--- config.mk ---
export PLATFORM = sky130hd
export DESIGN_NAME = stable_priority_queue_flat
export DESIGN_NICKNAME = d
export VERILOG_FILES = /design/src/rtl/spq_pkg.sv /design/src/rtl/spq_if.sv /design/src/rtl/spq_ram.sv /design/src/rtl/stable_priority_queue.sv /design/src/flat_wrapper.sv
export SDC_FILE = /design/constraint.sdc
export NUM_CORES = 1
export LEC_CHECK = 0
export ABC_AREA = 1
export BUFFER_PORTS_ARGS = -buffer_cell sky130_fd_sc_hd__buf_2
export CORE_UTILIZATION = 40
export CTS_CLUSTER_DIAMETER = 40
export DETAILED_ROUTE_END_ITERATION = 12
export PLACE_DENSITY_LB_ADDON = 0.08
export SLEW_MARGIN = 20
export SYNTH_ARGS = -nofsm -noshare
export SYNTH_HDL_FRONTEND = slang
export SYNTH_SLANG_ARGS = --single-unit
--- constraint.sdc ---
create_clock -name clock -period 2.8 [get_ports clock]
set_input_delay 0.14 -clock clock [delete_from_list [all_inputs] [get_ports clock]]
set_output_delay 0.14 -clock clock [all_outputs]
set_load 0.02 [all_outputs]
--- src/rtl/spq_pkg.sv ---
package spq_pkg;

   // Default sizes
   localparam int DEPTH_DEF     = 16;
   localparam int TAG_BITS_DEF  = 8;
   localparam int PRIO_BITS_DEF = 3;

   // Width of the occupancy field of a result beat
   localparam int OCC_BITS = 5;

   typedef enum logic {
      OP_INSERT = 1'b0,
      OP_POP    = 1'b1
   } opcode_type;

   typedef enum logic [1:0] {
      ST_INSERTED = 2'd0,
      ST_POPPED   = 2'd1,
      ST_EMPTY    = 2'd2,
      ST_FULL     = 2'd3
   } status_type;

endpackage

--- src/rtl/spq_if.sv ---
// Request channel: one insert or pop per beat
interface spq_req_if #(
   parameter int TAG_BITS  = spq_pkg::TAG_BITS_DEF,
   parameter int PRIO_BITS = spq_pkg::PRIO_BITS_DEF
);
   logic                   valid;
   logic                   ready;
   spq_pkg::opcode_type    opcode;
   logic [TAG_BITS-1:0]    entry_tag;
   logic [PRIO_BITS-1:0]   priority_req;

   modport source (output valid, output opcode, output entry_tag, output priority_req,
                   input ready);
   modport sink   (input valid, input opcode, input entry_tag, input priority_req,
                   output ready);
endinterface

// Response channel: one result per request beat
interface spq_rsp_if #(
   parameter int TAG_BITS  = spq_pkg::TAG_BITS_DEF,
   parameter int PRIO_BITS = spq_pkg::PRIO_BITS_DEF
);
   logic                           valid;
   logic                           ready;
   spq_pkg::status_type            status;
   logic [TAG_BITS-1:0]            popped_tag;
   logic [PRIO_BITS-1:0]           popped_priority;
   logic [spq_pkg::OCC_BITS-1:0]   occupancy;

   modport source (output valid, output status, output popped_tag, output popped_priority,
                   output occupancy, input ready);
   modport sink   (input valid, input status, input popped_tag, input popped_priority,
                   input occupancy, output ready);
endinterface

--- src/rtl/spq_ram.sv ---
module spq_ram #(
   parameter int WIDTH = spq_pkg::TAG_BITS_DEF,
   parameter int DEPTH = spq_pkg::DEPTH_DEF
) (
   input  logic                      clock,
   input  logic                      wr_en,
   input  logic [$clog2(DEPTH)-1:0]  wr_addr,
   input  logic [WIDTH-1:0]          wr_data,
   input  logic                      rd_en,
   input  logic [$clog2(DEPTH)-1:0]  rd_addr,
   output logic [WIDTH-1:0]          rd_data
);
   import spq_pkg::*;

   logic [WIDTH-1:0] mem_ff [DEPTH];
   logic [WIDTH-1:0] rd_data_ff;

   // Write one entry; read returns the old contents on a same-address collision
   always_ff @(posedge clock) begin
      if (wr_en) begin
         mem_ff[wr_addr] <= wr_data;
      end
      if (rd_en) begin
         rd_data_ff <= mem_ff[rd_addr];
      end
   end

   assign rd_data = rd_data_ff;

endmodule

--- src/rtl/stable_priority_queue.sv ---
// Channel  Dir  Beat fields                                     Accepted when
// req_ch   in   opcode, entry_tag, priority_req                 valid && ready
// rsp_ch   out  status, popped_tag, popped_priority, occupancy  valid && ready
//
// Each request passes S_IDLE, which accepts it and issues the RAM accesses,
// then S_FINISH, which uses the registered RAM data to update the level lists.
// Entries live in a tag RAM and a link RAM as one linked list per priority.
// Reset clears the control state only; the RAMs are not cleared.
// A response waiting on rsp_ch does not block the next request; the
// S_FINISH step of that request holds until the response register is free.
module stable_priority_queue #(
   parameter int DEPTH     = spq_pkg::DEPTH_DEF,
   parameter int TAG_BITS  = spq_pkg::TAG_BITS_DEF,
   parameter int PRIO_BITS = spq_pkg::PRIO_BITS_DEF
) (
   input logic       clock,
   input logic       reset,
   spq_req_if.sink   req_ch,
   spq_rsp_if.source rsp_ch
);
   import spq_pkg::*;

   localparam int IW     = $clog2(DEPTH);
   localparam int CW     = $clog2(DEPTH + 1);
   localparam int LEVELS = 2 ** PRIO_BITS;

   typedef enum logic {
      S_IDLE,
      S_FINISH
   } state_type;

   state_type            state_ff, state_in;
   status_type           status_ff, status_in;
   logic [PRIO_BITS-1:0] prio_ff, prio_in;
   logic [IW-1:0]        node_ff, node_in;
   logic                 from_free_ff, from_free_in;
   logic [CW-1:0]        count_ff, count_in;
   logic [CW-1:0]        fresh_ff, fresh_in;
   logic [IW-1:0]        free_head_ff, free_head_in;
   logic [IW-1:0]        head_ff [LEVELS];
   logic [IW-1:0]        head_in [LEVELS];
   logic [IW-1:0]        tail_ff [LEVELS];
   logic [IW-1:0]        tail_in [LEVELS];
   logic [LEVELS-1:0]    busy_ff, busy_in;

   logic                 rsp_valid_ff, rsp_valid_in;
   status_type           rsp_status_ff, rsp_status_in;
   logic [TAG_BITS-1:0]  rsp_tag_ff, rsp_tag_in;
   logic [PRIO_BITS-1:0] rsp_prio_ff, rsp_prio_in;
   logic [OCC_BITS-1:0]  rsp_occ_ff, rsp_occ_in;

   logic [PRIO_BITS-1:0] top_level;
   logic                 any_busy;
   logic                 is_full;
   logic                 use_fresh;
   logic [IW-1:0]        new_node;
   logic                 out_free;
   logic                 accept;
   logic                 do_insert;
   logic                 do_pop;

   logic                 tag_we, tag_re;
   logic [IW-1:0]        tag_wa, tag_ra;
   logic [TAG_BITS-1:0]  tag_rd;
   logic                 link_we, link_re;
   logic [IW-1:0]        link_wa, link_ra, link_wd;
   logic [IW-1:0]        link_rd;

   // Find the highest nonempty priority level
   always_comb begin
      top_level = '0;
      any_busy  = |busy_ff;
      for (int i = 0; i < LEVELS; i++) begin
         if (busy_ff[i]) begin
            top_level = PRIO_BITS'(i);
         end
      end
   end

   // Decode the request and pick a node to allocate
   assign is_full   = (count_ff == CW'(DEPTH));
   assign use_fresh = (fresh_ff != CW'(DEPTH));
   assign new_node  = use_fresh ? fresh_ff[IW-1:0] : free_head_ff;
   assign out_free  = !rsp_valid_ff || rsp_ch.ready;
   assign accept    = (state_ff == S_IDLE) && req_ch.valid;
   assign do_insert = accept && (req_ch.opcode == OP_INSERT) && !is_full;
   assign do_pop    = accept && (req_ch.opcode == OP_POP) && any_busy;

   // Tag RAM: write the new tag, read the head tag on a pop
   assign tag_we = do_insert;
   assign tag_wa = new_node;
   assign tag_re = do_pop;
   assign tag_ra = head_ff[top_level];

   // Link RAM: chain the new node behind its level tail, or push the popped
   // head onto the free list while reading its successor
   always_comb begin
      link_we = 1'b0;
      link_wa = head_ff[top_level];
      link_wd = free_head_ff;
      link_re = 1'b0;
      link_ra = head_ff[top_level];
      if (do_insert) begin
         link_we = busy_ff[req_ch.priority_req];
         link_wa = tail_ff[req_ch.priority_req];
         link_wd = new_node;
         link_re = !use_fresh;
         link_ra = free_head_ff;
      end else if (do_pop) begin
         link_we = 1'b1;
         link_re = 1'b1;
      end
   end

   spq_ram #(
      .WIDTH (TAG_BITS),
      .DEPTH (DEPTH)
   ) u_tag_ram (
      .clock   (clock),
      .wr_en   (tag_we),
      .wr_addr (tag_wa),
      .wr_data (req_ch.entry_tag),
      .rd_en   (tag_re),
      .rd_addr (tag_ra),
      .rd_data (tag_rd)
   );

   spq_ram #(
      .WIDTH (IW),
      .DEPTH (DEPTH)
   ) u_link_ram (
      .clock   (clock),
      .wr_en   (link_we),
      .wr_addr (link_wa),
      .wr_data (link_wd),
      .rd_en   (link_re),
      .rd_addr (link_ra),
      .rd_data (link_rd)
   );

   // Sequence one request: issue, then commit and post the response
   always_comb begin
      state_in      = state_ff;
      status_in     = status_ff;
      prio_in       = prio_ff;
      node_in       = node_ff;
      from_free_in  = from_free_ff;
      count_in      = count_ff;
      fresh_in      = fresh_ff;
      free_head_in  = free_head_ff;
      head_in       = head_ff;
      tail_in       = tail_ff;
      busy_in       = busy_ff;
      rsp_valid_in  = rsp_valid_ff && !rsp_ch.ready;
      rsp_status_in = rsp_status_ff;
      rsp_tag_in    = rsp_tag_ff;
      rsp_prio_in   = rsp_prio_ff;
      rsp_occ_in    = rsp_occ_ff;

      unique case (state_ff)
         S_IDLE: begin
            if (req_ch.valid) begin
               state_in     = S_FINISH;
               from_free_in = !use_fresh;
               if (req_ch.opcode == OP_POP) begin
                  prio_in   = top_level;
                  node_in   = head_ff[top_level];
                  status_in = any_busy ? ST_POPPED : ST_EMPTY;
               end else begin
                  prio_in   = req_ch.priority_req;
                  node_in   = new_node;
                  status_in = is_full ? ST_FULL : ST_INSERTED;
               end
            end
         end
         S_FINISH: begin
            if (out_free) begin
               state_in      = S_IDLE;
               rsp_valid_in  = 1'b1;
               rsp_status_in = status_ff;
               rsp_tag_in    = '0;
               rsp_prio_in   = '0;
               unique case (status_ff)
                  ST_INSERTED: begin
                     if (!busy_ff[prio_ff]) begin
                        head_in[prio_ff] = node_ff;
                     end
                     tail_in[prio_ff] = node_ff;
                     busy_in[prio_ff] = 1'b1;
                     count_in         = count_ff + CW'(1);
                     if (from_free_ff) begin
                        free_head_in = link_rd;
                     end else begin
                        fresh_in = fresh_ff + CW'(1);
                     end
                  end
                  ST_POPPED: begin
                     if (node_ff == tail_ff[prio_ff]) begin
                        busy_in[prio_ff] = 1'b0;
                     end else begin
                        head_in[prio_ff] = link_rd;
                     end
                     free_head_in = node_ff;
                     count_in     = count_ff - CW'(1);
                     rsp_tag_in   = tag_rd;
                     rsp_prio_in  = prio_ff;
                  end
                  default: begin
                  end
               endcase
               rsp_occ_in = OCC_BITS'(count_in);
            end
         end
         default: begin
            state_in = S_IDLE;
         end
      endcase
   end

   always_ff @(posedge clock) begin
      if (reset) begin
         state_ff     <= S_IDLE;
         rsp_valid_ff <= 1'b0;
         count_ff     <= '0;
         fresh_ff     <= '0;
         busy_ff      <= '0;
      end else begin
         state_ff     <= state_in;
         rsp_valid_ff <= rsp_valid_in;
         count_ff     <= count_in;
         fresh_ff     <= fresh_in;
         busy_ff      <= busy_in;
      end
      status_ff     <= status_in;
      prio_ff       <= prio_in;
      node_ff       <= node_in;
      from_free_ff  <= from_free_in;
      free_head_ff  <= free_head_in;
      head_ff       <= head_in;
      tail_ff       <= tail_in;
      rsp_status_ff <= rsp_status_in;
      rsp_tag_ff    <= rsp_tag_in;
      rsp_prio_ff   <= rsp_prio_in;
      rsp_occ_ff    <= rsp_occ_in;
   end

   // Drive the channels
   assign req_ch.ready           = (state_ff == S_IDLE);
   assign rsp_ch.valid           = rsp_valid_ff;
   assign rsp_ch.status          = rsp_status_ff;
   assign rsp_ch.popped_tag      = rsp_tag_ff;
   assign rsp_ch.popped_priority = rsp_prio_ff;
   assign rsp_ch.occupancy       = rsp_occ_ff;

endmodule

--- src/flat_wrapper.sv ---
// flat-port wrapper written by rule: the top's interface ports become plain ports
module stable_priority_queue_flat import spq_pkg::*;
#(
   parameter int DEPTH     = spq_pkg::DEPTH_DEF,
   parameter int TAG_BITS  = spq_pkg::TAG_BITS_DEF,
   parameter int PRIO_BITS = spq_pkg::PRIO_BITS_DEF
)
  (clock, reset, req_ch_valid, req_ch_opcode, req_ch_entry_tag, req_ch_priority_req, req_ch_ready, rsp_ch_valid, rsp_ch_status, rsp_ch_popped_tag, rsp_ch_popped_priority, rsp_ch_occupancy, rsp_ch_ready);
  spq_req_if #(.TAG_BITS(TAG_BITS), .PRIO_BITS(PRIO_BITS)) req_ch_i ();
  spq_rsp_if #(.TAG_BITS(TAG_BITS), .PRIO_BITS(PRIO_BITS)) rsp_ch_i ();
  input logic clock;
  input logic reset;
  input wire logic [$bits(req_ch_i.valid)-1:0] req_ch_valid;
  input wire logic [$bits(req_ch_i.opcode)-1:0] req_ch_opcode;
  input wire logic [$bits(req_ch_i.entry_tag)-1:0] req_ch_entry_tag;
  input wire logic [$bits(req_ch_i.priority_req)-1:0] req_ch_priority_req;
  output wire logic [$bits(req_ch_i.ready)-1:0] req_ch_ready;
  output wire logic [$bits(rsp_ch_i.valid)-1:0] rsp_ch_valid;
  output wire logic [$bits(rsp_ch_i.status)-1:0] rsp_ch_status;
  output wire logic [$bits(rsp_ch_i.popped_tag)-1:0] rsp_ch_popped_tag;
  output wire logic [$bits(rsp_ch_i.popped_priority)-1:0] rsp_ch_popped_priority;
  output wire logic [$bits(rsp_ch_i.occupancy)-1:0] rsp_ch_occupancy;
  input wire logic [$bits(rsp_ch_i.ready)-1:0] rsp_ch_ready;
  assign req_ch_i.valid = req_ch_valid;
  assign req_ch_i.opcode = req_ch_opcode;
  assign req_ch_i.entry_tag = req_ch_entry_tag;
  assign req_ch_i.priority_req = req_ch_priority_req;
  assign req_ch_ready = req_ch_i.ready;
  assign rsp_ch_valid = rsp_ch_i.valid;
  assign rsp_ch_status = rsp_ch_i.status;
  assign rsp_ch_popped_tag = rsp_ch_i.popped_tag;
  assign rsp_ch_popped_priority = rsp_ch_i.popped_priority;
  assign rsp_ch_occupancy = rsp_ch_i.occupancy;
  assign rsp_ch_i.ready = rsp_ch_ready;
  stable_priority_queue #(.DEPTH(DEPTH), .TAG_BITS(TAG_BITS), .PRIO_BITS(PRIO_BITS)) u_core (.clock(clock), .reset(reset), .req_ch(req_ch_i), .rsp_ch(rsp_ch_i));
endmodule
==> metrics.cfg <==
[critical_path]
critical_path.startpoint = u_core.prio_ff[1]
worstSetupEndpointType = register
setup.worst_path.start_class = register
worstSetupPathType = register to register
critPathRequiredTime_ps = 3040
crit_fanout = 8
cp_cell_sequence = inv_1 -> nand3_1 -> o21ai_1 -> a21oi_1 -> nand3_1 -> xor2_1 -> nor2_1 -> nand2_1 -> o211ai_2 -> nor2_1
critPathSlowestCell = edfxtp_1
reg2reg_from = u_core.prio_ff[1]
worstPathArrival_ps = 2890
worst_path_largest_cell_delay_ps = 450

[yosys]
synth_compound_area_share_pct = 10.5
synth_most_common_cell = edfxtp_1
yosys-top-cells-area = edfxtp_1, nand3_1, nand2_1
synth_fp_nets = 1344
syn_area_sq_um = 14300
syn_avg_cell_area_sq_um = 10.8
synth_xor_area_share_pct = 0.489
async_flop_share_pct = 0
ys_ff_latch = 320
yosysSeqAreaShare_pct = 65.6
synth_top_family_by_area = simple AND/OR/NAND/NOR gates
synth-edff-count = 300
postSynthCellCount = 1322
synth-adder-area-share_pct = 0.576
yosysWarnings = 0
synth.area.mux_share_pct = 0
yosysTopAreaCellShare_pct = 62.8
synth_top_cell_by_area = edfxtp_1
synth_commonest_cells = edfxtp_1, nand2_1, inv_1, nand3_1, nor2_1
synth_flop_cell = edfxtp_1
ys_types = 48
synthSimpleGateAreaFrac_pct = 15.6

[cells_and_area]
fin_nets = 1469
area_growth_pct = 21.9
n_antenna_cell = 0
fillers = 3196
final_util_pct = 50.1
drive_above_1_share_pct = 18.3

[die]
die_h_um = 191
io_pins = 36
dieArea_sq_um = 36600
core.rowCount = 68
fp.dieW_um = 191
initial_core_util_pct = 41.1
core_area_sq_um = 34900

[place]
dp_hpwl_um = 24300
place_congestion = 0.838
portBuffers = 35
dp_slack_ps = -69.6

[routing]
wl_met2_um = 16100
drt.antenna.violating_nets = 0
wl_met3_um = 1640
vias = 9930
drt_wl_total_um = 36100
drtPass1Iterations = 5
m1WireLength_um = 17500
top_layer_used = met4
via_per_inst = 5.11
wl_per_cell_um = 18.6
drc = 0
drtIter0Drc = 887

[clock_tree]
cts_buffers = 51
clk_pin_slew_ps = 50
cts_tree = done
clock-sinks = 320
cts-root-buf = clkbuf_16
cts_buffer_depth = 3
htreeDepth = 2
clock_latency_ps = 580

[sta]
rsz0062_at_grt = yes
tightest_slew_ps = 557
worst_slack_ps = 150
setup_viol = 0
max_freq_ghz = 0.377
period_minus_slack_ps = 2650
tns_ps = 0
period_share_pct = 94.6
slew_headroom_pct = 62.8
skew_ps = 14.2
slew_violations = 0
hold_violations = 0

[global_route]
antenna_found_initial = 0
overflow = 0
grt_use_total_pct = 20.6
grt_pass1_wl_um = 56600
grt_max_degree = 30
grt_pass1_vias = 9791

[min_path]
hp-class = input port to register
hp-start = req_ch_priority_req[1]

[job]
drv_cap = 0

[pwr]
p_per_area_nw_per_um2 = 745
power.leakage_nw = 6.65
worst_ir_drop_vdd_mv = 0.544

[status]
status = finished clean

==> registers in the layout, summed over array words and instances (netlist names), 5 cells and up, named ones only <==
signal / flops
u_core.count_ff: 5
u_core.fresh_ff: 5
u_core.head_ff: 32
u_core.rsp_ch.occupancy: 5
u_core.rsp_ch.popped_tag: 8
u_core.tail_ff: 32
u_core.u_link_ram.mem_ff: 64
u_core.u_tag_ram.mem_ff: 128
u_core.u_tag_ram.rd_data: 8
==> worst max-delay path, delay by kind of cell, from the launching register on <==
kind,cells,cell delay [ps]
flops,1,450
simple gates,5,950
compound gates,3,540
xor+xnor,1,220
buf+inv,1,160
==> routing by layer <==
metal | global-route usage [%] | up-vias
met4 | 6.99 | 0
met3 | 3.40 | 60
met5 | 0 | -
li1 | - | 4892
met1 | 29.6 | 4729
met2 | 31.4 | 249
==> power breakdown <==
group          internal [W]  switching (W)  leakage (nW)  total, W
Sequential          0.00532      0.0000389          2.89   0.00536
Clock               0.00413        0.00238         0.861   0.00652
Combinational      0.000375       0.000778          2.90   0.00115
Total               0.00983        0.00320          6.65    0.0130
==> area by class of cell <==
type / count / area (sq um) / area share [%]
flip-flops and latches: 320 / 9410 / 53.8
multi-input cells: 766 / 4020 / 23.0
clock buffers: 55 / 1320 / 7.56
repair buffers: 126 / 988 / 5.65
inverters: 182 / 689 / 3.94
well taps: 455 / 569 / 3.26
clock inverters: 41 / 482 / 2.76
==> through the flow <==
step / cell area [sq um] / hold slack [ps] / power [W] / cells
after floorplan: 14300 / 218 / 0.00615 / 1322
after global placement: 15300 / 396 / 0.00654 / 1823
after detailed placement: 15300 / 403 / 0.00654 / 1823
after CTS: 17300 / 89.0 / 0.0131 / 1933
after global routing: 17500 / 153 / 0.0135 / 1945
final: 17500 / 137 / 0.0130 / 1945
==> worst paths after layout <==
check	slack (ps)	cells past startpoint	endpoint
setup / recovery	150	10	u_core.head_ff[9]
hold / removal	140	4	u_core.prio_ff[1]
setup reg to reg	150	10	u_core.head_ff[9]
hold reg to reg	470	2	register
==> cell usage in the layout (no fill, tap or decap), types with 4 or more instances in the layout <==
cell type,synthesis,layout
edfxtp_1,300,300
nand2_1,186,183
inv_1,168,167
nand3_1,155,155
nor2_1,133,117
o21ai_0,74,72
buf_4,2,68
a21oi_1,58,58
clkbuf_16,0,52
o211ai_1,50,50
buf_2,18,35
o21ai_1,28,28
dfxtp_1,20,20
dlygate4sd3_1,0,14
nor2_2,0,13
inv_2,13,13
a21oi_2,11,11
clkinvlp_4,0,9
clkinv_4,0,9
nand2_2,6,7
inv_6,0,7
bufinv_16,0,7
buf_12,0,7
xor2_1,6,6
o2bb2ai_1,5,5
nand4_1,5,5
o22ai_1,5,5
ha_1,5,5
clkinv_2,0,5
nand3_4,3,4
nand3b_1,4,4
a22oi_1,4,4
==> cell families (layout without fill, tap and decap cells) <==
| group | count (synthesis) | after routing |
|---|---|---|
| xor gates and xnor gates | 8 | 8 |
| adders and majority gates | 6 | 6 |
| AOI/OAI and AO/OA | 248 | 248 |
| and+or+nand+nor | 504 | 504 |
| DFF | 320 | 320 |
| buffers and inverters | 236 | 404 |
==> repair_timing <==
item	CTS	global route
setup endpoints to repair	16	132
resized for setup	2	31
hold endpoints to repair	132	0
setup buffers	0	12
hold buffers	14	0
pin swaps	0	5
Power figures use the tool's default switching activity.
